## src/rtl/kpsd_pkg.sv

```systemverilog
// ----------------------------------------------------------------------------
// kpsd_pkg
// Shared types and constants for the keypad scan, debounce and release unit.
// ----------------------------------------------------------------------------
package kpsd_pkg;

    // Matrix geometry defaults
    localparam int unsigned ROWS_DEFAULT = 4;
    localparam int unsigned COLS_DEFAULT = 4;

    // Snapshot width and the number of keys that have a character
    localparam int unsigned KEY_BITS  = 16;
    localparam int unsigned CHAR_W    = 8;
    localparam int unsigned ELAPSED_W = 11;
    localparam int unsigned TICK_W    = 8;
    localparam int unsigned DEBOUNCE_W = 10;

    // Configuration port
    localparam int unsigned CFG_INDEX_W = 2;
    localparam int unsigned CFG_DATA_W  = 10;

    localparam logic [CFG_INDEX_W-1:0] REG_TICK_STEP_MS = 2'd0;
    localparam logic [CFG_INDEX_W-1:0] REG_DEBOUNCE_MS  = 2'd1;

    localparam logic [TICK_W-1:0]     TICK_STEP_RESET = 8'd10;
    localparam logic [DEBOUNCE_W-1:0] DEBOUNCE_RESET  = 10'd40;

    localparam logic [ELAPSED_W-1:0] ELAPSED_MAX = {ELAPSED_W{1'b1}};

    // Character of each key position, row-major
    localparam logic [CHAR_W-1:0] KEY_CHARS [KEY_BITS] = '{
        8'h31, 8'h32, 8'h33, 8'h41,   // 1 2 3 A
        8'h34, 8'h35, 8'h36, 8'h42,   // 4 5 6 B
        8'h37, 8'h38, 8'h39, 8'h43,   // 7 8 9 C
        8'h2A, 8'h30, 8'h23, 8'h44    // * 0 # D
    };

    // Timing settings handed to the phase machine
    typedef struct packed {
        logic [TICK_W-1:0]     tick_step_ms;
        logic [DEBOUNCE_W-1:0] debounce_ms;
    } kpsd_cfg_t;

endpackage

```

## src/rtl/kpsd_key_find.sv

```systemverilog
// ----------------------------------------------------------------------------
// kpsd_key_find
// Picks the first closed key in row-major order and maps it to its character.
// Returns zero when no key is closed.
// ----------------------------------------------------------------------------
module kpsd_key_find #(
    parameter int unsigned ROWS = kpsd_pkg::ROWS_DEFAULT,
    parameter int unsigned COLS = kpsd_pkg::COLS_DEFAULT
) (
    input  logic [kpsd_pkg::KEY_BITS-1:0] key_closed,
    output logic [kpsd_pkg::CHAR_W-1:0]   key_char
);

    // Positions at or beyond the snapshot width are never seen as closed
    localparam int unsigned KEY_N = (ROWS * COLS < kpsd_pkg::KEY_BITS) ?
                                    ROWS * COLS : kpsd_pkg::KEY_BITS;

    // Priority select: walk down so the lowest position wins
    always_comb
    begin
        key_char = '0;
        for (int p = KEY_N - 1; p >= 0; p--)
        begin
            if (key_closed[p])
            begin
                key_char = kpsd_pkg::KEY_CHARS[p];
            end
        end
    end

endmodule

```

## src/rtl/kpsd_phase_fsm.sv

```systemverilog
// ----------------------------------------------------------------------------
// kpsd_phase_fsm
// Scanning, debounce and hold phases with the saturating debounce timer.
// Produces the released character for the tick being retired.
// ----------------------------------------------------------------------------
module kpsd_phase_fsm (
    input  logic                        clk,
    input  logic                        rst_n,
    input  logic                        advance,
    input  logic [kpsd_pkg::CHAR_W-1:0] key_char,
    input  kpsd_pkg::kpsd_cfg_t         cfg,
    output logic [kpsd_pkg::CHAR_W-1:0] released_key
);

    typedef enum logic [1:0] {
        SCANNING = 2'd0,
        DEBOUNCE = 2'd1,
        HOLD     = 2'd2
    } phase_t;

    phase_t                              phase_reg, phase_next;
    logic [kpsd_pkg::CHAR_W-1:0]         held_reg, held_next;
    logic [kpsd_pkg::ELAPSED_W-1:0]      elapsed_reg, elapsed_next;
    logic [kpsd_pkg::ELAPSED_W:0]        elapsed_sum;
    logic                                timer_done;

    // Saturating timer add and threshold compare on the old value
    assign elapsed_sum = {1'b0, elapsed_reg} +
                         {{(kpsd_pkg::ELAPSED_W + 1 - kpsd_pkg::TICK_W){1'b0}},
                          cfg.tick_step_ms};
    assign timer_done  = elapsed_reg >=
                         {{(kpsd_pkg::ELAPSED_W - kpsd_pkg::DEBOUNCE_W){1'b0}},
                          cfg.debounce_ms};

    // Next phase, held key, timer and released character
    always_comb
    begin
        phase_next   = phase_reg;
        held_next    = held_reg;
        elapsed_next = elapsed_reg;
        released_key = '0;
        unique case (phase_reg)
            SCANNING:
            begin
                if (key_char != '0)
                begin
                    held_next    = key_char;
                    elapsed_next = '0;
                    phase_next   = DEBOUNCE;
                end
            end
            DEBOUNCE:
            begin
                if (timer_done)
                begin
                    phase_next = (key_char == held_reg) ? HOLD : SCANNING;
                end
                if (elapsed_sum[kpsd_pkg::ELAPSED_W])
                begin
                    elapsed_next = kpsd_pkg::ELAPSED_MAX;
                end
                else
                begin
                    elapsed_next = elapsed_sum[kpsd_pkg::ELAPSED_W-1:0];
                end
            end
            HOLD:
            begin
                if (key_char != held_reg)
                begin
                    if (key_char == '0)
                    begin
                        released_key = held_reg;
                    end
                    phase_next = SCANNING;
                end
            end
            default:
            begin
                phase_next = SCANNING;
            end
        endcase
    end

    // Hold state; advance only when a tick retires
    always_ff @(posedge clk or negedge rst_n)
    begin
        if (!rst_n)
        begin
            phase_reg   <= SCANNING;
            held_reg    <= '0;
            elapsed_reg <= '0;
        end
        else if (advance)
        begin
            phase_reg   <= phase_next;
            held_reg    <= held_next;
            elapsed_reg <= elapsed_next;
        end
    end

`ifndef ASSERT_OFF
    a_release_from_hold: assert property (@(posedge clk) disable iff (!rst_n)
        (released_key != '0) |-> (phase_reg == HOLD && key_char == '0))
        else $error("release outside hold phase");

    a_scan_to_debounce: assert property (@(posedge clk) disable iff (!rst_n)
        (advance && phase_reg == SCANNING && key_char != '0) |=>
        (phase_reg == DEBOUNCE && held_reg == $past(key_char) && elapsed_reg == '0))
        else $error("key capture into debounce failed");

    a_timer_monotone: assert property (@(posedge clk) disable iff (!rst_n)
        (advance && phase_reg == DEBOUNCE) |=> (elapsed_reg >= $past(elapsed_reg)))
        else $error("debounce timer went backward");
`endif

endmodule

```

## src/rtl/keypad_scan_debounce_release_unit.sv

```systemverilog
// ----------------------------------------------------------------------------
// keypad_scan_debounce_release_unit
// Matrix keypad tick processor: finds the first closed key, debounces it and
// reports its character on the tick it is released.
//
//   Channel | Direction | Signals                          | Content
//   --------+-----------+----------------------------------+------------------
//   s       | in        | s_tvalid s_tready s_tdata[15:0]  | key_closed
//   m       | out       | m_tvalid m_tready m_tdata[7:0]   | released_key
//   cfg     | in        | cfg_valid cfg_ready cfg_index    | tick_step_ms (0),
//           |           | cfg_data[9:0]                    | debounce_ms (1)
//
// One tick per cycle sustained while m_tready is high; each tick passes from
// the input register through the phase logic into the result register. Reset
// clears the phase machine, both stage valid flags and loads the default
// timing settings. A stalled output holds the result register and the input
// register still takes one tick before s_tready drops.
// cfg_ready is always high.
// ----------------------------------------------------------------------------
module keypad_scan_debounce_release_unit #(
    parameter int unsigned ROWS = kpsd_pkg::ROWS_DEFAULT,
    parameter int unsigned COLS = kpsd_pkg::COLS_DEFAULT
) (
    input  logic                             clk,
    input  logic                             rst_n,
    // Tick input
    input  logic                             s_tvalid,
    output logic                             s_tready,
    input  logic [kpsd_pkg::KEY_BITS-1:0]    s_tdata,   // [15:0] key_closed
    // Release output
    output logic                             m_tvalid,
    input  logic                             m_tready,
    output logic [kpsd_pkg::CHAR_W-1:0]      m_tdata,   // [7:0] released_key
    // Configuration writes
    input  logic                             cfg_valid,
    output logic                             cfg_ready,
    input  logic [kpsd_pkg::CFG_INDEX_W-1:0] cfg_index,
    input  logic [kpsd_pkg::CFG_DATA_W-1:0]  cfg_data
);

    logic                            in_valid_reg;
    logic [kpsd_pkg::KEY_BITS-1:0]   key_closed_reg;
    logic                            out_valid_reg;
    logic [kpsd_pkg::CHAR_W-1:0]     released_reg;
    logic                            advance;
    logic [kpsd_pkg::CHAR_W-1:0]     key_char;
    logic [kpsd_pkg::CHAR_W-1:0]     released_next;
    kpsd_pkg::kpsd_cfg_t             cfg_reg;

    // Retire the held tick when the result register is free or draining
    assign advance   = in_valid_reg && (!out_valid_reg || m_tready);
    assign s_tready  = !in_valid_reg || advance;
    assign cfg_ready = 1'b1;
    assign m_tvalid  = out_valid_reg;
    assign m_tdata   = released_reg;

    // Configuration registers; unknown indexes are dropped
    always_ff @(posedge clk or negedge rst_n)
    begin
        if (!rst_n)
        begin
            cfg_reg.tick_step_ms <= kpsd_pkg::TICK_STEP_RESET;
            cfg_reg.debounce_ms  <= kpsd_pkg::DEBOUNCE_RESET;
        end
        else if (cfg_valid)
        begin
            unique case (cfg_index)
                kpsd_pkg::REG_TICK_STEP_MS:
                    cfg_reg.tick_step_ms <= cfg_data[kpsd_pkg::TICK_W-1:0];
                kpsd_pkg::REG_DEBOUNCE_MS:
                    cfg_reg.debounce_ms  <= cfg_data[kpsd_pkg::DEBOUNCE_W-1:0];
                default:
                begin
                end
            endcase
        end
    end

    // Stage valid flags
    always_ff @(posedge clk or negedge rst_n)
    begin
        if (!rst_n)
        begin
            in_valid_reg  <= 1'b0;
            out_valid_reg <= 1'b0;
        end
        else
        begin
            if (s_tready)
            begin
                in_valid_reg <= s_tvalid;
            end
            if (advance)
            begin
                out_valid_reg <= 1'b1;
            end
            else if (m_tready)
            begin
                out_valid_reg <= 1'b0;
            end
        end
    end

    // Payload registers
    always_ff @(posedge clk)
    begin
        if (s_tvalid && s_tready)
        begin
            key_closed_reg <= s_tdata;
        end
        if (advance)
        begin
            released_reg <= released_next;
        end
    end

    kpsd_key_find #(
        .ROWS (ROWS),
        .COLS (COLS)
    ) u_key_find (
        .key_closed (key_closed_reg),
        .key_char   (key_char)
    );

    kpsd_phase_fsm u_phase_fsm (
        .clk          (clk),
        .rst_n        (rst_n),
        .advance      (advance),
        .key_char     (key_char),
        .cfg          (cfg_reg),
        .released_key (released_next)
    );

`ifndef ASSERT_OFF
    a_advance_fills_output: assert property (@(posedge clk) disable iff (!rst_n)
        advance |=> out_valid_reg)
        else $error("retired tick did not reach the result register");

    a_full_stall_blocks_input: assert property (@(posedge clk) disable iff (!rst_n)
        (in_valid_reg && out_valid_reg && !m_tready) |-> !s_tready)
        else $error("input accepted while both stages are stalled");
`endif

endmodule
```

## config.mk

```make
export PLATFORM = sky130hd
export DESIGN_NAME = keypad_scan_debounce_release_unit
export DESIGN_NICKNAME = d
export VERILOG_FILES = /design/src/rtl/kpsd_pkg.sv /design/src/rtl/kpsd_key_find.sv /design/src/rtl/kpsd_phase_fsm.sv /design/src/rtl/keypad_scan_debounce_release_unit.sv
export SDC_FILE = /design/constraint.sdc
export NUM_CORES = 1
export LEC_CHECK = 0
export BUFFER_PORTS_ARGS = -buffer_cell sky130_fd_sc_hd__buf_2
export CAP_MARGIN = 10
export CORE_MARGIN = 8
export CORE_UTILIZATION = 40
export CTS_CLUSTER_SIZE = 10
export DETAILED_ROUTE_END_ITERATION = 12
export PLACE_DENSITY = 0.62
export RECOVER_POWER = 50
export SYNTH_ARGS = -nofsm -noshare
export SYNTH_HDL_FRONTEND = slang
export SYNTH_SLANG_ARGS = --single-unit
```

## constraint.sdc

```tcl
create_clock -name clk -period 2.1 [get_ports clk]
set_clock_uncertainty 0.05 [all_clocks]
set_input_delay 0.105 -clock clk [delete_from_list [all_inputs] [get_ports clk]]
set_output_delay 0.105 -clock clk [all_outputs]
set_load 0.005 [all_outputs]
```

==> results of run 1 <==
==> metrics by stage <==
stage | instances | setup slack [ns] | hold slack (ns) | instance area [um^2] | power (mW)
2_1_floorplan | 296 | 0.0369 | -0.241 | 3390 | 2.70
3_3_place_gp | 472 | -0.223 | 0.0404 | 3960 | 3.25
3_5_place_dp | 472 | -0.301 | 0.0377 | 3960 | 3.30
4_1_cts | 518 | 0.0101 | 0.160 | 4510 | 4.56
5_1_grt | 526 | -0.0816 | 0.184 | 4650 | 4.96
6_report | 526 | 0.000850 | 0.172 | 4650 | 4.65
==> path summary, 6_finish.rpt <==
path,start,end,slack (ns),cells after the start
min reg2reg,in_valid_reg$_DFFE_PN0N_,m_tvalid$_DFFE_PN0P_,0.45,1
max reg2reg,cfg_reg[11]$_DFFE_PN1P_,u_phase_fsm.elapsed_reg[10]$_DFFE_PN0P_,0.0009,8
min,cfg_index[0],cfg_reg[11]$_DFFE_PN1P_,0.17,5
max,cfg_reg[11]$_DFFE_PN1P_,u_phase_fsm.elapsed_reg[10]$_DFFE_PN0P_,0.0009,8
min in group asynchronous,rst_n,cfg_reg[0]$_DFFE_PN0P_,0.46,2
max in group asynchronous,rst_n,cfg_reg[5]$_DFFE_PN1P_,0.41,3
==> power groups by stage <==
stage,Sequential [mW],Combinational [mW],Clock (mW)
finish,1.70,1.80,1.14
global route,1.73,2.02,1.20
CTS,1.70,1.69,1.17
detailed placement,1.72,1.58,0
global placement,1.71,1.54,0
floorplan,1.67,1.02,0
==> logic make-up after synthesis <==
family | share of synthesized area (%)
adders and majority gates | 7.25
muxes | 6.99
and+or+nand+nor | 14.1
AOI/OAI and AO/OA | 14.9
xor gates and xnor gates | 2.59
DFF | 50.2
buffers and inverters | 3.70
other | 0.222
==> layout by cell type (no fill, tap or decap), types with 5 or more instances in the layout <==
cell type      synthesis  final
buf_4                  2     45
dfrtp_1               36     36
dlygate4sd3_1          0     28
buf_2                  0     28
edfxtp_1              23     23
nand2_1               19     19
mux2_2                17     17
ha_1                  18     17
inv_1                 17     15
nor2_1                15     15
o21ai_0               19     15
a21oi_1               19     14
clkbuf_1               4     14
clkbuf_8               0      9
xnor2_1                8      8
nor3_1                 9      7
and3_1                 7      7
a21oi_2                1      6
a21o_1                 5      5
==> critical path, stage by stage, from the launching register on <==
cell and delay (ns):
dfstp_2 0.54, inv_2 0.05, fa_2 0.38, nand2b_4 0.15
a21boi_2 0.16, o21ai_2 0.09, a21oi_2 0.22, nor4b_4 0.26
nor3_2 0.07
==> cell type report <==
| type | count | area, um^2 |
|---|---|---|
| Fill cell | 695 | 3570 |
| Sequential cell | 63 | 1700 |
| Multi-Input combinational cell | 207 | 1690 |
| Timing Repair Buffer | 117 | 843 |
| Tap cell | 105 | 131 |
| Clock buffer | 10 | 128 |
| Clock inverter | 6 | 85.1 |
| Inverter | 18 | 72.6 |
==> layer usage <==
metal	global-route usage, %	vias up
met4	5.85	0
met3	3.45	11
li1	-	1318
met1	17.7	1229
met2	21.7	59
met5	0	-
==> timing repair <==
item,4_1_cts,5_1_grt
hold buffers,28,0
resized for setup,10,19
pin swaps,5,14
buffers inserted,2,8
hold endpoints to repair,53,0
setup endpoints to repair,18,19
==> impl_metrics.yaml, run 1 <==
sta:
  setup_viol: 0
  rsz0062_at_grt: "true"
  hold_viol: 0
  drv_slew: 0
  setup-tns-final_ns: 0
  fmax_mhz: 476
  worst_pin_slew_ns: 1.16
  timing.final.crit_share_pct: 100
  fin_crit_ns: 2.10
  max_slew_margin_pct: 22.5
route:
  wl_met3_um: 404
  wire_per_inst_um: 14.3
  wirelength_um: 7530
  vias: 2617
  drt-initial-drc-count: 72
  drtAntennaViolNets: 0
  top_layer: "met4"
  dr.pass1.iters: 4
  wl_met2_um: 3450
  met1_length_um: 3560
  drt-vias-per-instance: 4.98
  drc: 0
worst_setup_path:
  critPathLaunchType: "flip-flop"
  criticalPathCategory: "reg -> reg"
  worstSetupEndpointType: "flip-flop"
  cp.arrival_ns: 2.27
  worst-path-max-fanout: 3
  cp.required_ns: 2.28
logic_synthesis:
  synth_ff_type: "dfrtp_1"
  syn_nets: 348
  yosysTopAreaCell: "dfrtp_1"
  ys_types: 62
  synth_area_um2: 3380
  yosysTopAreaCellShare_pct: 26.6
  ys_seq_elements: 63
  synth-warning-count: 0
  syn_area_per_cell_um2: 11.4
  synth_area_leaders: "dfrtp_1, edfxtp_1, ha_1"
  yosys-top-cells-count: "dfrtp_1, edfxtp_1, a21oi_1, nand2_1, o21ai_0"
  synth_edf_count: 23
  synth_most_common_cell: "dfrtp_1"
  yosysSeqAreaShare_pct: 50.2
  async_flop_share_pct: 63.5
  postSynthCellCount: 296
clocking:
  root_buffer: "clkbuf_8"
  cts_tree: "built"
  cts-htree-levels: 3
  clk_pin_slew_ns: 0.07
  clock_sinks: 63
  cts_buffers: 9
  clk_latency_ns: 0.34
  clockBufferDepth: 2
power_and_ir_drop:
  leakage_nw: 2.03
  netSwitchingFraction_pct: 32.8
  p_per_area_nw_per_um2: 1000
  power_frac_seq_pct: 36.6
  clkPwrFrac_pct: 24.6
  power_switching_mw: 1.52
  p_int_mw: 3.12
  vdd_drop_max_uv: 376
  p_comb_share_pct: 38.8
final_layout:
  drive_gt1_share_pct: 37.1
  insertedDiodeCount: 0
  fin_nets: 468
  largest_register_ffs: 18
  areaGrowthSynthToFinish_pct: 37.4
  final_core_util_pct: 56.5
floorplan:
  die_h_um: 108
  core.rowCount: 33
  die_w_um: 108
  core_area_um2: 8220
  initial_core_util_pct: 41.2
  io_pins: 44
  die-area_um2: 11700
worst_hold_path:
  hp-class: "in -> reg"
place:
  io_buffers: 41
  place_congestion: 0.841
  detailed_place_hpwl_um: 5340
global_routing:
  grt_pass1_wl_um: 13000
  grt_max_degree: 22
  grt-ovfl-total: 0
  grt_pass1_vias: 2747
  grt_use_total_pct: 13.8
  antenna_found_initial: 0
status:
  status: "complete, no violations"
job:
  cap_viol_max_count: 0
No activity file was read; power rests on OpenSTA's default activity.
==> run 2: changes to the inputs <==
--- a/config.mk
+++ b/config.mk
@@ -15,4 +15,5 @@
 export RECOVER_POWER = 50
 export SYNTH_ARGS = -nofsm -noshare
 export SYNTH_HDL_FRONTEND = slang
+export SYNTH_HIERARCHICAL = 1
 export SYNTH_SLANG_ARGS = --single-unit
==> run 2 against run 1 <==
Sequential share of layout area fell by 0.40 points. Cell area grew 4.4%. The run now ends with negative setup slack left. Highest routed layer unchanged. Wire length up 3.2%. Largest cell class is now multi-input combinational cells. Global-route usage fell by 0.11 points. Largest power group is now registers. Critical path type unchanged. Core utilization fell by 0.38 points. Maximum frequency is 11% lower.
==> impl_metrics.yaml, run 2 <==
worst_setup_path:
  worst-path-max-fanout: 5
  r2r-end: "u_phase_fsm/held_reg[7]$_DFFE_PN0P_"
  reg2reg_slack_ns: -0.25
  cp.arrival_ns: 2.53
  critPathLaunchType: "flip-flop"
  reg2reg_from: "key_closed_reg[12]$_DFFE_PP_"
  cp.required_ns: 2.28
  criticalPathCategory: "reg -> reg"
  worstSetupEndpointType: "flip-flop"
  rr_worst_depth: 9
floorplan:
  io_pins: 44
  initial_core_util_pct: 40.7
  die_w_um: 110
  die-area_um2: 12000
  core_area_um2: 8640
  die_h_um: 110
  core.rowCount: 34
final_layout:
  largest_register_ffs: 18
  areaGrowthSynthToFinish_pct: 38.0
  insertedDiodeCount: 0
  fin_nets: 466
  drive_gt1_share_pct: 40.8
  final_cell_mix: "buf_2, dfrtp_1, dlygate4sd3_1, buf_4, edfxtp_1"
  n_fill_cell: 732
  layout_commonest_cell: "buf_2"
sta:
  rsz0062_at_grt: "true"
  timing.final.crit_share_pct: 112
  hold_viol: 0
  worst_pin_slew_ns: 1.05
  worst_slack_ns: -0.252
  max_slew_margin_pct: 29.7
  drv_slew: 0
  fmax_mhz: 425
  fin_crit_ns: 2.35
  setup_viol: 29
  setup-tns-final_ns: -5.78
worst_hold_path:
  min-delay-start: "cfg_index[1]"
  hp-class: "in -> reg"
  whs_endpoint: "cfg_reg[12]$_DFFE_PN0P_"
  min_path_cells: 3
place:
  place_congestion: 0.825
  dp_slack_ns: -0.336
  detailed_place_hpwl_um: 5560
  io_buffers: 42
logic_synthesis:
  syn_area_per_cell_um2: 11.8
  synth_most_common_cell: "dfrtp_1"
  ys_types: 60
  synth-warning-count: 6
  yosysSeqAreaShare_pct: 49.8
  synth_edf_count: 24
  ys_seq_elements: 65
  synth_area_um2: 3510
  yosysTopAreaCellShare_pct: 26.3
  synth_area_leaders: "dfrtp_1, edfxtp_1, ha_1"
  syn_nets: 350
  yosysTopAreaCell: "dfrtp_1"
  async_flop_share_pct: 63.1
  yosys-top-cells-count: "dfrtp_1, edfxtp_1, a21oi_1, ha_1, mux2_2"
  postSynthCellCount: 298
  synth_ff_type: "dfrtp_1"
clocking:
  clock_sinks: 65
  cts_buffers: 9
  clk_pin_slew_ns: 0.08
  clockBufferDepth: 2
  root_buffer: "clkbuf_8"
  cts_tree: "built"
  cts-htree-levels: 3
  clk_latency_ns: 0.34
global_routing:
  grt-ovfl-total: 0
  grt_pass1_wl_um: 12900
  grt_pass1_vias: 2734
  grt_max_degree: 20
  antenna_found_initial: 0
  grt_use_total_pct: 13.7
route:
  drt-initial-drc-count: 60
  wire_per_inst_um: 14.8
  drtAntennaViolNets: 0
  wirelength_um: 7780
  dr.pass1.iters: 4
  vias: 2634
  drc: 0
  drt-vias-per-instance: 5.00
power_and_ir_drop:
  leakage_nw: 2.07
  vdd_drop_max_uv: 398
  p_per_area_nw_per_um2: 966
job:
  cap_viol_max_count: 0
status:
  violations: "negative setup slack"
  status: "finished, violations left"
[run 2: final cells by class]
class | count | area [um^2] | area share (%)
multi-input cells | 211 | 1860 | 38.4
clock buffers | 10 | 138 | 2.84
flip-flops and latches | 65 | 1750 | 36.1
clock inverters | 6 | 66.3 | 1.37
repair buffers | 111 | 838 | 17.3
inverters | 16 | 60.1 | 1.24
well taps | 108 | 135 | 2.79
[run 2: report_power, final]
group | internal [mW] | leakage [nW] | switching, mW
registers | 1.58 | 0.724 | 0.247
logic | 0.925 | 1.24 | 0.839
clock network | 0.585 | 0.107 | 0.506
[run 2: layer usage]
layer	routed length [um]	GRT usage, %
met4	137	6.85
met1	3570	17.5
met2	3780	21.9
met5	0	0
met3	289	2.46
[run 2: what timing repair did]
item	4_1_cts	5_1_grt
buffers inserted	5	5
hold buffers	29	0
endpoints found under the setup margin	29	29
pin swaps	29	17
hold endpoints to repair	73	0
gates cloned	1	0
gates resized for setup	26	14
[run 2: worst max path at each step]
stage / start / endpoint / slack, ns
floorplan: key_closed_reg[6]$_DFFE_PP_ / u_phase_fsm/held_reg[0]$_DFFE_PN0P_ / -0.08
global placement: key_closed_reg[12]$_DFFE_PP_ / m_tdata[7]$_DFFE_PP_ / -0.31
detailed placement: key_closed_reg[12]$_DFFE_PP_ / m_tdata[5]$_DFFE_PP_ / -0.34
CTS: key_closed_reg[12]$_DFFE_PP_ / u_phase_fsm/held_reg[7]$_DFFE_PN0P_ / -0.28
global route: key_closed_reg[12]$_DFFE_PP_ / m_tdata[6]$_DFFE_PP_ / -0.37
finish: key_closed_reg[12]$_DFFE_PP_ / u_phase_fsm/held_reg[7]$_DFFE_PN0P_ / -0.25
[run 2: cells by family after synthesis]
group                    share of synthesized area, %
other                                           0.214
adder cells (fa/ha/maj)                          6.98
AO/OA/AOI/OAI                                    11.7
multiplexers                                     9.08
XOR/XNOR                                         3.49
flip-flops                                       49.8
AND/OR/NAND/NOR                                  15.4
buffers and inverters                            3.24
[run 2: critical path, stage by stage, from the launching register on]
cell	delay, ns
edfxtp_1	0.43
buf_6	0.15
or3b_1	0.35
a21oi_1	0.14
or2_1	0.16
buf_6	0.11
nor4_4	0.04
a31o_4	0.25
nor2_4	0.23
mux2_4	0.32
[run 2: per-stage QoR]
step | util (%) | power [mW] | hold WS, ns | instance area, um^2 | cells
after floorplan | - | 2.99 | -0.241 | 3560 | 298
after global placement | 47.5 | 3.40 | -0.0744 | 4100 | 472
after detailed placement | 47.5 | 3.45 | -0.0723 | 4100 | 472
after CTS | 55.1 | 4.68 | 0.0908 | 4760 | 523
after global routing | 56.2 | 5.03 | 0.156 | 4850 | 527
final | 56.2 | 4.68 | 0.158 | 4850 | 527
==> run 3: changes to the inputs <==
==> constraint.sdc (replaced) <==
create_clock -name clk -period 2.05 [get_ports clk]
set_clock_uncertainty 0.05 [all_clocks]
set_input_delay 0.1025 -clock clk [delete_from_list [all_inputs] [get_ports clk]]
set_output_delay 0.1025 -clock clk [all_outputs]
set_load 0.005 [all_outputs]
==> run 3 against run 2 <==
The flow still finishes with violations (negative setup slack). Worst setup slack worse by 0.17 ns. Die area stayed put. Critical path depth stayed put. Combinational power is 7% higher. Sequential share of layout area is 0.70 points lower. Largest cell class unchanged. Highest routed layer unchanged.
==> impl_metrics.yaml, run 3 (same netlist as run 2, synthesis figures left out) <==
floorplan:
  core.rowCount: 34
  die_h_um: 110
  die_w_um: 110
  core_area_um2: 8640
  io_pins: 44
  die-area_um2: 12000
  initial_core_util_pct: 40.7
power_and_ir_drop:
  netSwitchingFraction_pct: 33.8
  leakage_nw: 2.13
  p_per_area_nw_per_um2: 986
  p_int_mw: 3.23
  p_comb_share_pct: 38.7
  power_frac_seq_pct: 38.4
  power_switching_mw: 1.65
  vdd_drop_max_uv: 415
  clkPwrFrac_pct: 22.9
route:
  wl_met3_um: 318
  wire_per_inst_um: 14.8
  wirelength_um: 7920
  top_layer: "met4"
  wl_met2_um: 3720
  drtAntennaViolNets: 0
  met1_length_um: 3780
  dr.pass1.iters: 6
  vias: 2661
  drt-initial-drc-count: 96
  drt-vias-per-instance: 4.96
  drc: 0
clocking:
  cts-htree-levels: 3
  clockBufferDepth: 2
  cts_buffers: 9
  root_buffer: "clkbuf_8"
  clk_latency_ns: 0.34
  cts_tree: "built"
  clk_pin_slew_ns: 0.07
  clock_sinks: 65
worst_setup_path:
  worst-path-max-fanout: 5
  cp.required_ns: 2.22
  worstSetupEndpointType: "flip-flop"
  reg2reg_from: "key_closed_reg[12]$_DFFE_PP_"
  critPathSlowestCell: "edfxtp_1"
  max_stage_delay_ns: 0.42
  r2r-end: "u_phase_fsm/elapsed_reg[5]$_DFFE_PN0P_"
  rr_worst_depth: 9
  reg2reg_slack_ns: -0.42
  critPathLaunchType: "flip-flop"
  cp_common_cell: "buf_6"
  crit_chain: "buf_6 > nor3_4 > nand4_1 > a311oi_4 > nor4_4 > a31o_4 > buf_6 > buf_6 > a221o_1"
  cp.buffers_inverters: 3
  crit_family: "compound AO/OA/AOI/OAI gates"
  cp.arrival_ns: 2.64
  criticalPathCategory: "reg -> reg"
sta:
  hold_viol: 0
  setup_viol: 29
  fin_crit_ns: 2.47
  timing.final.crit_share_pct: 121
  max_slew_margin_pct: 32.3
  worst_pin_slew_ns: 1.02
  drv_slew: 0
  worst_slack_ns: -0.424
  rsz0062_at_grt: "true"
  fmax_mhz: 404
global_routing:
  grt_pass1_vias: 2712
  grt_pass1_wl_um: 13000
  grt_max_degree: 42
  grt_use_total_pct: 13.7
  antenna_found_initial: 0
  grt-ovfl-total: 0
place:
  dp_slack_ns: -0.467
  dp_cells: 469
  io_buffers: 42
  placed_area_um2: 4070
  detailed_place_hpwl_um: 5290
  place_congestion: 0.770
final_layout:
  layout_commonest_cell: "buf_4"
  finalNonFillerCells: 536
  drive_gt1_share_pct: 43.2
  fin_area_um2: 4950
  areaGrowthSynthToFinish_pct: 40.7
  final_cell_mix: "buf_4, buf_2, dfrtp_1"
  fin_nets: 475
  largest_register_ffs: 18
  insertedDiodeCount: 0
  n_fill_cell: 712
job:
  cap_viol_max_count: 0
worst_hold_path:
  min_path_cells: 3
  min-delay-start: "cfg_index[1]"
  hp-class: "in -> reg"
  whs_endpoint: "cfg_reg[12]$_DFFE_PN0P_"
status:
  violations: "negative setup slack"
  status: "finished, violations left"
run 3: changes by cell type in the layout (fill, tap and decap cells not counted), moves of 2 or more:
cell,delta
clkbuf_1,-3
nor3_2,-3
nor3_4,+2
clkinvlp_4,+2
nor2_1,-2
clkinv_4,-2
buf_6,-2
buf_4,+14
run 3: per-layer routing:
layer | vias to the layer above | GRT usage, %
met3 | 8 | 2.87
met2 | 45 | 21.4
met1 | 1270 | 17.8
met4 | 0 | 5.98
met5 | - | 0
li1 | 1338 | -
run 3: power groups by stage:
stage          sequential [mW]  combinational (mW)  clock [mW]
2_1_floorplan             1.81                1.25           0
3_3_place_gp              1.86                1.65           0
3_5_place_dp              1.87                1.67           0
4_1_cts                   1.86                1.83        1.14
5_1_grt                   1.91                2.10        1.20
6_report                  1.87                1.89        1.12
run 3: worst max path at each step:
stage,slack [ns],end,startpoint,depth (start not counted)
finish,-0.42,u_phase_fsm/elapsed_reg[5]$_DFFE_PN0P_,key_closed_reg[12]$_DFFE_PP_,9
detailed placement,-0.47,m_tdata[0]$_DFFE_PP_,key_closed_reg[13]$_DFFE_PP_,9
global route,-0.51,u_phase_fsm/elapsed_reg[5]$_DFFE_PN0P_,key_closed_reg[12]$_DFFE_PP_,9
global placement,-0.37,u_phase_fsm/held_reg[7]$_DFFE_PN0P_,key_closed_reg[2]$_DFFE_PP_,7
CTS,-0.31,u_phase_fsm/held_reg[7]$_DFFE_PN0P_,key_closed_reg[14]$_DFFE_PP_,7
floorplan,-0.13,u_phase_fsm/held_reg[0]$_DFFE_PN0P_,key_closed_reg[6]$_DFFE_PP_,8
run 3: area by class of cell:
| type | count | area (um^2) | share of cell area (%) |
|---|---|---|---|
| Clock buffer | 11 | 151 | 3.06 |
| Clock inverter | 5 | 53.8 | 1.09 |
| Multi-Input combinational cell | 211 | 1910 | 38.6 |
| Timing Repair Buffer | 120 | 885 | 17.9 |
| Tap cell | 108 | 135 | 2.73 |
| Sequential cell | 65 | 1750 | 35.4 |
| Inverter | 16 | 60.1 | 1.21 |
run 3: what timing repair did:
action	CTS	global route
buffers inserted	13	13
endpoints found under the setup margin	29	29
endpoints found under the hold margin	73	0
cloned	1	0
hold buffers	29	0
gates resized for setup	32	14
pin swaps	15	21
run 3: tightest hold or removal path, cell delays in order:
cell     delay [ns]
buf_2          0.11
nor3b_4        0.08
mux2_2         0.22
run 3: stage by stage:
step | power (mW) | utilization [%] | hold WS [ns] | setup TNS, ns
after CTS | 4.84 | 55.7 | 0.144 | -7.33
after detailed placement | 3.54 | 47.1 | 0.162 | -11.28
final | 4.88 | 57.3 | 0.150 | -10.03
after global routing | 5.22 | 57.3 | 0.158 | -13.00
after global placement | 3.51 | 47.1 | 0.147 | -8.34
after floorplan | 3.06 | - | -0.243 | -1.03
